--- src/mcs_pkg.sv ---
// Shared types, widths and constants of the mask centroid steering block.
`default_nettype none
package mcs_pkg;

    localparam int MAX_DIM_DEF = 2048;

    localparam int CFG_DIM_W  = 12;
    localparam int GAIN_W     = 16;
    localparam int CFG_IDX_W  = 2;
    localparam int CFG_DATA_W = 16;
    localparam int MASK_W     = 8;

    localparam int CENT_W  = 11;
    localparam int COUNT_W = 23;
    localparam int SPEED_W = 27;
    localparam int HALF_W  = 12;
    localparam int DIFF_W  = 13;
    localparam int PROD_W  = DIFF_W + GAIN_W + 1;

    localparam logic [MASK_W-1:0]    MASK_SET  = 8'hFF;
    localparam logic [CENT_W-1:0]    CENT_MAX  = '1;
    localparam logic [COUNT_W-1:0]   COUNT_MAX = '1;

    localparam logic [CFG_DIM_W-1:0] WIDTH_RST   = 12'd960;
    localparam logic [CFG_DIM_W-1:0] HEIGHT_RST  = 12'd540;
    localparam logic [GAIN_W-1:0]    FWD_GAIN_RST  = 16'd131;
    localparam logic [GAIN_W-1:0]    TURN_GAIN_RST = 16'd197;

    typedef enum logic [CFG_IDX_W-1:0] {
        REG_FRAME_WIDTH,
        REG_FRAME_HEIGHT,
        REG_FORWARD_GAIN,
        REG_TURN_GAIN
    } cfg_reg_t;

    typedef enum logic [2:0] {
        ST_ACCUM,
        ST_DIV_X,
        ST_DIV_Y,
        ST_MUL_F,
        ST_MUL_T,
        ST_FINISH
    } seq_state_t;

    typedef struct packed {
        logic busy;
        logic done;
    } div_status_t;

    typedef struct packed {
        logic              en;
        logic [HALF_W-1:0] half;
        logic [CENT_W-1:0] cent;
        logic [GAIN_W-1:0] gain;
    } mul_req_t;

endpackage
`default_nettype wire

--- src/mcs_divider.sv ---
// Shared restoring divider, one quotient bit per cycle.
`default_nettype none
module mcs_divider import mcs_pkg::*; #(
    parameter int CW = 11
) (
    input  wire logic              clk,
    input  wire logic              rst_n,
    input  wire logic              start,
    input  wire logic [3*CW-1:0]   dividend,
    input  wire logic [2*CW:0]     divisor,
    output div_status_t            status,
    output logic      [CW-1:0]     quotient
);

    localparam int SW  = 3 * CW;
    localparam int NW  = 2 * CW + 1;
    localparam int SCW = $clog2(CW);

    logic [NW-1:0]  rem_reg, rem_next;
    logic [CW-1:0]  lo_reg, lo_next;
    logic [NW-1:0]  div_reg;
    logic [SCW-1:0] step_reg, step_next;
    logic           busy_reg, busy_next;
    logic           done_reg, done_next;

    logic [NW:0] trial;
    logic [NW:0] trial_diff;
    logic        fits;

    // The quotient is known to stay below 2**CW, so the upper bits of the
    // dividend start out below the divisor and only CW steps are needed.
    always_comb
    begin
        trial      = {rem_reg, lo_reg[CW-1]};
        fits       = trial >= {1'b0, div_reg};
        trial_diff = trial - {1'b0, div_reg};
        rem_next   = fits ? trial_diff[NW-1:0] : trial[NW-1:0];
        lo_next    = {lo_reg[CW-2:0], fits};
        step_next  = step_reg + 1'b1;
        busy_next  = busy_reg;
        done_next  = 1'b0;
        if (start)
        begin
            busy_next = 1'b1;
            step_next = '0;
        end
        else if (busy_reg && step_reg == SCW'(CW - 1))
        begin
            busy_next = 1'b0;
            done_next = 1'b1;
        end
    end

    always_ff @(posedge clk or negedge rst_n)
    begin
        if (!rst_n)
        begin
            busy_reg <= 1'b0;
            done_reg <= 1'b0;
            step_reg <= '0;
        end
        else
        begin
            busy_reg <= busy_next;
            done_reg <= done_next;
            if (start || busy_reg)
            begin
                step_reg <= step_next;
            end
        end
    end

    always_ff @(posedge clk)
    begin
        if (start)
        begin
            rem_reg <= NW'(dividend[SW-1:CW]);
            lo_reg  <= dividend[CW-1:0];
            div_reg <= divisor;
        end
        else if (busy_reg)
        begin
            rem_reg <= rem_next;
            lo_reg  <= lo_next;
        end
    end

    assign status.busy = busy_reg;
    assign status.done = done_reg;
    assign quotient    = lo_reg;

endmodule
`default_nettype wire

--- src/mcs_speed_mul.sv ---
// Shared signed multiplier for the steering speeds, with saturation.
`default_nettype none
module mcs_speed_mul import mcs_pkg::*; (
    input  wire logic               clk,
    input  wire mul_req_t           req,
    output logic [SPEED_W-1:0]      speed
);

    localparam logic signed [PROD_W-1:0] SAT_HI = PROD_W'((1 <<< (SPEED_W - 1)) - 1);
    localparam logic signed [PROD_W-1:0] SAT_LO = -SAT_HI - PROD_W'(1);

    logic signed [DIFF_W-1:0] diff;
    logic signed [GAIN_W:0]   gain_s;
    logic signed [PROD_W-1:0] prod_reg;
    logic signed [PROD_W-1:0] prod_sat;

    assign diff   = $signed({1'b0, req.half}) - $signed({2'b00, req.cent});
    assign gain_s = $signed({1'b0, req.gain});

    always_ff @(posedge clk)
    begin
        if (req.en)
        begin
            prod_reg <= diff * gain_s;
        end
    end

    always_comb
    begin
        prod_sat = prod_reg;
        if (prod_reg > SAT_HI)
        begin
            prod_sat = SAT_HI;
        end
        else if (prod_reg < SAT_LO)
        begin
            prod_sat = SAT_LO;
        end
    end

    assign speed = prod_sat[SPEED_W-1:0];

endmodule
`default_nettype wire

--- src/mask_centroid_steering.sv ---
// Top level of the mask centroid steering block: pixel accumulation and result sequencer.
//
//  Channel  | Signals                                       | Moves
//  ---------+-----------------------------------------------+------------------------------
//  input    | in_valid, in_ready, mask_byte                 | one mask pixel per word
//  output   | out_valid, out_ready, target_found ...        | one result word per frame
//  config   | cfg_we, cfg_index, cfg_data                   | one register write per cycle
//
// Pixels are taken at one per cycle while in_ready is high. A frame with set
// pixels ends with a stretch in which in_ready is low: the shared restoring
// divider makes both centroids one bit a cycle, then the shared multiplier makes
// both speeds. An empty frame gives its result at once.
// The last pixel of a frame waits while the previous result word is not yet taken.
// Reset restores the register defaults and clears the counters and sums.
`default_nettype none
module mask_centroid_steering import mcs_pkg::*; #(
    parameter int MAX_DIM = MAX_DIM_DEF
) (
    input  wire logic                     clk,
    input  wire logic                     rst_n,
    input  wire logic                     in_valid,
    output logic                          in_ready,
    input  wire logic [MASK_W-1:0]        mask_byte,
    output logic                          out_valid,
    input  wire logic                     out_ready,
    output logic                          target_found,
    output logic [CENT_W-1:0]             centroid_x,
    output logic [CENT_W-1:0]             centroid_y,
    output logic [COUNT_W-1:0]            set_pixel_count,
    output logic signed [SPEED_W-1:0]     forward_speed,
    output logic signed [SPEED_W-1:0]     turn_speed,
    input  wire logic                     cfg_we,
    input  wire logic [CFG_IDX_W-1:0]     cfg_index,
    input  wire logic [CFG_DATA_W-1:0]    cfg_data
);

    // Counter width, clamped size width, sum width and count width.
    localparam int CW = $clog2(MAX_DIM);
    localparam int DW = $clog2(MAX_DIM + 1);
    localparam int SW = 3 * CW;
    localparam int NW = 2 * CW + 1;
    localparam logic [CFG_DIM_W:0] DIM_LIMIT = (CFG_DIM_W + 1)'(MAX_DIM);

    // Configuration registers.
    logic [CFG_DIM_W-1:0] frame_width_reg;
    logic [CFG_DIM_W-1:0] frame_height_reg;
    logic [GAIN_W-1:0]    forward_gain_reg;
    logic [GAIN_W-1:0]    turn_gain_reg;

    always_ff @(posedge clk or negedge rst_n)
    begin
        if (!rst_n)
        begin
            frame_width_reg  <= WIDTH_RST;
            frame_height_reg <= HEIGHT_RST;
            forward_gain_reg <= FWD_GAIN_RST;
            turn_gain_reg    <= TURN_GAIN_RST;
        end
        else if (cfg_we)
        begin
            case (cfg_reg_t'(cfg_index))
                REG_FRAME_WIDTH:  frame_width_reg  <= cfg_data[CFG_DIM_W-1:0];
                REG_FRAME_HEIGHT: frame_height_reg <= cfg_data[CFG_DIM_W-1:0];
                REG_FORWARD_GAIN: forward_gain_reg <= cfg_data[GAIN_W-1:0];
                REG_TURN_GAIN:    turn_gain_reg    <= cfg_data[GAIN_W-1:0];
                default:          ;
            endcase
        end
    end

    // A size of zero counts as one, and a size above MAX_DIM as MAX_DIM.
    logic [CFG_DIM_W:0] width_wide, height_wide;
    logic [DW-1:0]      width_c, height_c;
    logic [HALF_W-1:0]  half_w, half_h;

    always_comb
    begin
        width_wide = {1'b0, frame_width_reg};
        if (frame_width_reg == '0)
        begin
            width_wide = (CFG_DIM_W + 1)'(1);
        end
        else if (width_wide > DIM_LIMIT)
        begin
            width_wide = DIM_LIMIT;
        end
        height_wide = {1'b0, frame_height_reg};
        if (frame_height_reg == '0)
        begin
            height_wide = (CFG_DIM_W + 1)'(1);
        end
        else if (height_wide > DIM_LIMIT)
        begin
            height_wide = DIM_LIMIT;
        end
    end

    assign width_c  = DW'(width_wide);
    assign height_c = DW'(height_wide);
    assign half_w   = HALF_W'(width_c >> 1);
    assign half_h   = HALF_W'(height_c >> 1);

    // Raster position and running sums.
    logic [CW-1:0] col_reg, row_reg;
    logic [SW-1:0] col_sum_reg, row_sum_reg;
    logic [NW-1:0] count_reg;

    logic [DW:0]   col_inc, row_inc;
    logic          col_last, row_last, frame_end;
    logic          px_set;
    logic [SW-1:0] col_sum_add, row_sum_add;
    logic [NW-1:0] count_add;
    logic          in_acc;

    assign col_inc   = (DW + 1)'(col_reg) + 1'b1;
    assign row_inc   = (DW + 1)'(row_reg) + 1'b1;
    assign col_last  = col_inc >= {1'b0, width_c};
    assign row_last  = row_inc >= {1'b0, height_c};
    assign frame_end = col_last && row_last;

    // Only a byte of exactly 255 counts as a set pixel.
    assign px_set      = mask_byte == MASK_SET;
    assign col_sum_add = px_set ? col_sum_reg + SW'(col_reg) : col_sum_reg;
    assign row_sum_add = px_set ? row_sum_reg + SW'(row_reg) : row_sum_reg;
    assign count_add   = px_set ? count_reg + 1'b1 : count_reg;

    seq_state_t state_reg, state_next;

    // The last pixel of a frame is held off while the previous result waits,
    // so a finished result is never overwritten.
    assign in_ready = (state_reg == ST_ACCUM) && !(frame_end && out_valid);
    assign in_acc   = in_valid && in_ready;

    always_ff @(posedge clk or negedge rst_n)
    begin
        if (!rst_n)
        begin
            col_reg     <= '0;
            row_reg     <= '0;
            col_sum_reg <= '0;
            row_sum_reg <= '0;
            count_reg   <= '0;
        end
        else if (in_acc)
        begin
            if (frame_end)
            begin
                col_sum_reg <= '0;
                row_sum_reg <= '0;
                count_reg   <= '0;
            end
            else
            begin
                col_sum_reg <= col_sum_add;
                row_sum_reg <= row_sum_add;
                count_reg   <= count_add;
            end
            if (col_last)
            begin
                col_reg <= '0;
                row_reg <= row_last ? '0 : row_inc[CW-1:0];
            end
            else
            begin
                col_reg <= col_inc[CW-1:0];
            end
        end
    end

    // Shared divider and multiplier.
    div_status_t   div_status;
    logic          div_start;
    logic [SW-1:0] div_dividend;
    logic [NW-1:0] div_divisor;
    logic [CW-1:0] div_quotient;
    mul_req_t      mul_req;
    logic [SPEED_W-1:0] mul_speed;

    mcs_divider #(
        .CW (CW)
    ) u_divider (
        .clk      (clk),
        .rst_n    (rst_n),
        .start    (div_start),
        .dividend (div_dividend),
        .divisor  (div_divisor),
        .status   (div_status),
        .quotient (div_quotient)
    );

    mcs_speed_mul u_speed_mul (
        .clk   (clk),
        .req   (mul_req),
        .speed (mul_speed)
    );

    // Frame totals held while the result is worked out.
    logic [SW-1:0] row_hold_reg;
    logic [NW-1:0] count_hold_reg;

    // Result word registers.
    logic                    out_valid_reg;
    logic                    target_found_reg;
    logic [CENT_W-1:0]       centroid_x_reg, centroid_y_reg;
    logic [COUNT_W-1:0]      set_pixel_count_reg;
    logic [SPEED_W-1:0]      forward_speed_reg, turn_speed_reg;

    // Sequencer controls.
    logic load_hold, load_cx, load_cy, load_fwd, load_out, zero_result;

    always_comb
    begin
        state_next   = state_reg;
        div_start    = 1'b0;
        div_dividend = col_sum_add;
        div_divisor  = count_hold_reg;
        load_hold    = 1'b0;
        load_cx      = 1'b0;
        load_cy      = 1'b0;
        load_fwd     = 1'b0;
        load_out     = 1'b0;
        zero_result  = 1'b0;
        mul_req.en   = 1'b0;
        mul_req.half = half_h;
        mul_req.cent = centroid_y_reg;
        mul_req.gain = forward_gain_reg;
        case (state_reg)
            ST_ACCUM:
            begin
                div_divisor = count_add;
                if (in_acc && frame_end)
                begin
                    if (count_add != '0)
                    begin
                        div_start  = 1'b1;
                        load_hold  = 1'b1;
                        state_next = ST_DIV_X;
                    end
                    else
                    begin
                        zero_result = 1'b1;
                    end
                end
            end
            ST_DIV_X:
            begin
                div_dividend = row_hold_reg;
                if (div_status.done)
                begin
                    load_cx    = 1'b1;
                    div_start  = 1'b1;
                    state_next = ST_DIV_Y;
                end
            end
            ST_DIV_Y:
            begin
                if (div_status.done)
                begin
                    load_cy    = 1'b1;
                    state_next = ST_MUL_F;
                end
            end
            ST_MUL_F:
            begin
                mul_req.en = 1'b1;
                state_next = ST_MUL_T;
            end
            ST_MUL_T:
            begin
                load_fwd     = 1'b1;
                mul_req.en   = 1'b1;
                mul_req.half = half_w;
                mul_req.cent = centroid_x_reg;
                mul_req.gain = turn_gain_reg;
                state_next   = ST_FINISH;
            end
            ST_FINISH:
            begin
                load_out   = 1'b1;
                state_next = ST_ACCUM;
            end
            default:
            begin
                state_next = ST_ACCUM;
            end
        endcase
    end

    always_ff @(posedge clk or negedge rst_n)
    begin
        if (!rst_n)
        begin
            state_reg <= ST_ACCUM;
        end
        else
        begin
            state_reg <= state_next;
        end
    end

    always_ff @(posedge clk or negedge rst_n)
    begin
        if (!rst_n)
        begin
            out_valid_reg <= 1'b0;
        end
        else if (load_out || zero_result)
        begin
            out_valid_reg <= 1'b1;
        end
        else if (out_ready)
        begin
            out_valid_reg <= 1'b0;
        end
    end

    // Saturation of the centroid and of the count; it only bites when MAX_DIM
    // is above its default.
    logic [CFG_DIM_W-1:0] quo_ext;
    logic [CENT_W-1:0]    cent_sat;
    logic [31:0]          count_ext;
    logic [COUNT_W-1:0]   count_sat;

    assign quo_ext   = CFG_DIM_W'(div_quotient);
    assign cent_sat  = (quo_ext > CFG_DIM_W'(CENT_MAX)) ? CENT_MAX : quo_ext[CENT_W-1:0];
    assign count_ext = 32'(count_hold_reg);
    assign count_sat = (count_ext > 32'(COUNT_MAX)) ? COUNT_MAX : count_ext[COUNT_W-1:0];

    // The result registers are free while a frame is worked out, so the
    // sequencer writes each field as it becomes known.
    always_ff @(posedge clk)
    begin
        if (load_hold)
        begin
            row_hold_reg   <= row_sum_add;
            count_hold_reg <= count_add;
        end
        if (zero_result)
        begin
            target_found_reg    <= 1'b0;
            centroid_x_reg      <= '0;
            centroid_y_reg      <= '0;
            set_pixel_count_reg <= '0;
            forward_speed_reg   <= '0;
            turn_speed_reg      <= '0;
        end
        else
        begin
            if (load_cx)
            begin
                centroid_x_reg <= cent_sat;
            end
            if (load_cy)
            begin
                centroid_y_reg <= cent_sat;
            end
            if (load_fwd)
            begin
                forward_speed_reg <= mul_speed;
            end
            if (load_out)
            begin
                target_found_reg    <= 1'b1;
                set_pixel_count_reg <= count_sat;
                turn_speed_reg      <= mul_speed;
            end
        end
    end

    assign out_valid       = out_valid_reg;
    assign target_found    = target_found_reg;
    assign centroid_x      = centroid_x_reg;
    assign centroid_y      = centroid_y_reg;
    assign set_pixel_count = set_pixel_count_reg;
    assign forward_speed   = forward_speed_reg;
    assign turn_speed      = turn_speed_reg;

endmodule
`default_nettype wire

--- config.mk ---
export PLATFORM = sky130hd
export DESIGN_NAME = mask_centroid_steering
export DESIGN_NICKNAME = d
export VERILOG_FILES = /design/src/mcs_pkg.sv /design/src/mcs_divider.sv /design/src/mcs_speed_mul.sv /design/src/mask_centroid_steering.sv
export SDC_FILE = /design/constraint.sdc
export NUM_CORES = 1
export LEC_CHECK = 0
export ABC_AREA = 1
export BUFFER_PORTS_ARGS = -buffer_cell sky130_fd_sc_hd__clkbuf_2
export CAP_MARGIN = 40
export CORE_AREA = 4 4 260 262
export DETAILED_ROUTE_END_ITERATION = 7
export DIE_AREA = 0 0 264 266
export PLACE_DENSITY = 0.68
export SLEW_MARGIN = 10
export SYNTH_ARGS = -nofsm -noshare
export SYNTH_HDL_FRONTEND = slang
export SYNTH_HIERARCHICAL = 1
export SYNTH_SLANG_ARGS = --single-unit
--- constraint.sdc ---
create_clock -name clk -period 6.5 [get_ports clk]
set_clock_uncertainty 0.05 [all_clocks]
set_input_delay 0 -clock clk [delete_from_list [all_inputs] [get_ports clk]]
set_output_delay 0 -clock clk [all_outputs]
set_load 0.01 [all_outputs]
==> reports/metrics.cfg <==
[setup_path]
slowest_stage = fa_1
cp.buffers_inverters = 6
worstSetupStartpointType = register
cpLargestDelayFamily = adder cells
critical_path_peak_fanout = 8
worst_path_most_repeated_cell = fa_1
critPathArrivalTime_ps = 7210
cp_slowest_stage_delay_ps = 580
crit_path_end_kind = register
required_ps = 6830
crit_type = reg -> reg

[timing]
period_needed_ps = 6880
fmax_mhz = 145
setup_viol = 21
tightest_slew_ps = 930
tns_ps = -5830
slew_headroom_pct = 37.9
worst_slack_ps = -380
hold_viol = 0
rsz0062_at_grt = true
slew_violations = 0
period_share_pct = 106

[global_routing]
antenna_found_initial = 0
track_usage_pct = 25.1
grt_overflow = 0
grt_pass1_vias = 27500
grt_max_degree = 96
grt_first_pass_wirelength_um = 143000

[cells_and_area]
fin_nets = 4913
diodes = 0
area_growth_pct = 21.2
seqCellArea_um2 = 10700
n_fill_cell = 5846
multi_input_area_um2 = 19000
layout-drive-gt1-share_pct = 22.1

[synth]
ys.warnings.count = 6
avgSynthCellArea_um2 = 7.54
syn_area_um2 = 31800
syn_inst = 4222

[hold_path]
hold_path_class = in -> async

[flow_run]
drv_cap = 0

[placed_design]
post-place-ws_ps = -623
io_buffers = 132
gp_congestion = 0.946
dp_hpwl_um = 66500

[die]
rows = 94
design.die.area_um2 = 70200
dieHeight_um = 266
ios = 133
start_util_pct = 48.7
fp.dieW_um = 264
core_area_um2 = 65400

[clock_tree]
root_buffer = clkbuf_16
cts_sinks = 420
clkLatencyLatePin_ps = 620
path_clk_slew_ps = 60
cts_tree = yes
htree_levels = 2
clock_path_buffers = 3
numCtsBuffers = 49

[routing]
ant_nets = 0
post_drt_wl_per_cell_um = 16.6
via_count = 28200
dr.pass1.iters = 6
drcViolationCount = 0
wl_um = 90300
vias_per_cell = 5.19
drt_iter0_drc = 2389

[outcome]
status = complete, but fails checks
violations = negative setup slack

-- stage by stage --
step / hold WS [ps] / cells / instance area [um^2] / utilization, %
after global placement: 88.2 / 5279 / 34800 / 53.2
after detailed placement: 91.2 / 5282 / 34800 / 53.2
after global routing: 72.1 / 5440 / 38600 / 59.0
final: 0.908 / 5440 / 38600 / 59.0
after floorplan: -346 / 4224 / 32100 / -
after CTS: 14.9 / 5424 / 37900 / 58.0
-- metal layers --
layer | vias up | share of wire (%) | global-route usage [%]
li1 | 13800 | - | -
met1 | 13400 | 43 | 33.5
met2 | 899 | 48 | 42.8
met3 | 163 | 6.2 | 3.49
met4 | 0 | 3.1 | 7.91
met5 | - | 0 | 0
-- final timing paths --
kind                                             to  cells after the start                  from  slack [ps]
hold / removal                  forward_gain_reg[6]                      2                 rst_n         0.9
max in group asynchronous             count_reg[14]                      4                 rst_n        4640
min in group clk               forward_gain_reg[15]                      4          cfg_data[15]         140
hold reg to reg                forward_gain_reg[13]                      2  forward_gain_reg[13]         420
setup / recovery           u_speed_mul/prod_reg[22]                     30    frame_width_reg[5]        -380
setup reg to reg           u_speed_mul/prod_reg[22]                     30    frame_width_reg[5]        -380
-- repair_timing --
item / CTS / global route
pin swaps: 116 / 128
gates resized for setup: 196 / 115
endpoints found under the hold margin: 153 / 0
setup endpoints to repair: 22 / 23
hold buffers: 28 / 0
cloned: 1 / 0
buffers inserted: 22 / 16
-- layout make-up --
cell class	count	area share (%)
Clock buffer	69	3.75
Multi-Input combinational cell	2866	49.2
Tap cell	864	2.80
Inverter	810	7.93
Sequential cell	420	27.8
Timing Repair Buffer	389	7.58
Clock inverter	22	0.944
-- cell usage in the layout, fill, tap and decap left out, drive strengths merged, types with 67 or more instances in the layout --
| cell type | instances |
|---|---|
| a21oi | 67 |
| buf | 229 |
| clkbuf | 201 |
| dfrtp | 162 |
| dfxtp | 101 |
| edfxtp | 142 |
| fa | 158 |
| ha | 188 |
| inv | 808 |
| nand2 | 1343 |
| nand3 | 223 |
| nor2 | 261 |
| o21ai | 310 |
Power is not shown: default switching activity piles up to over one toggle a cycle in this logic, so the estimate is an artifact.
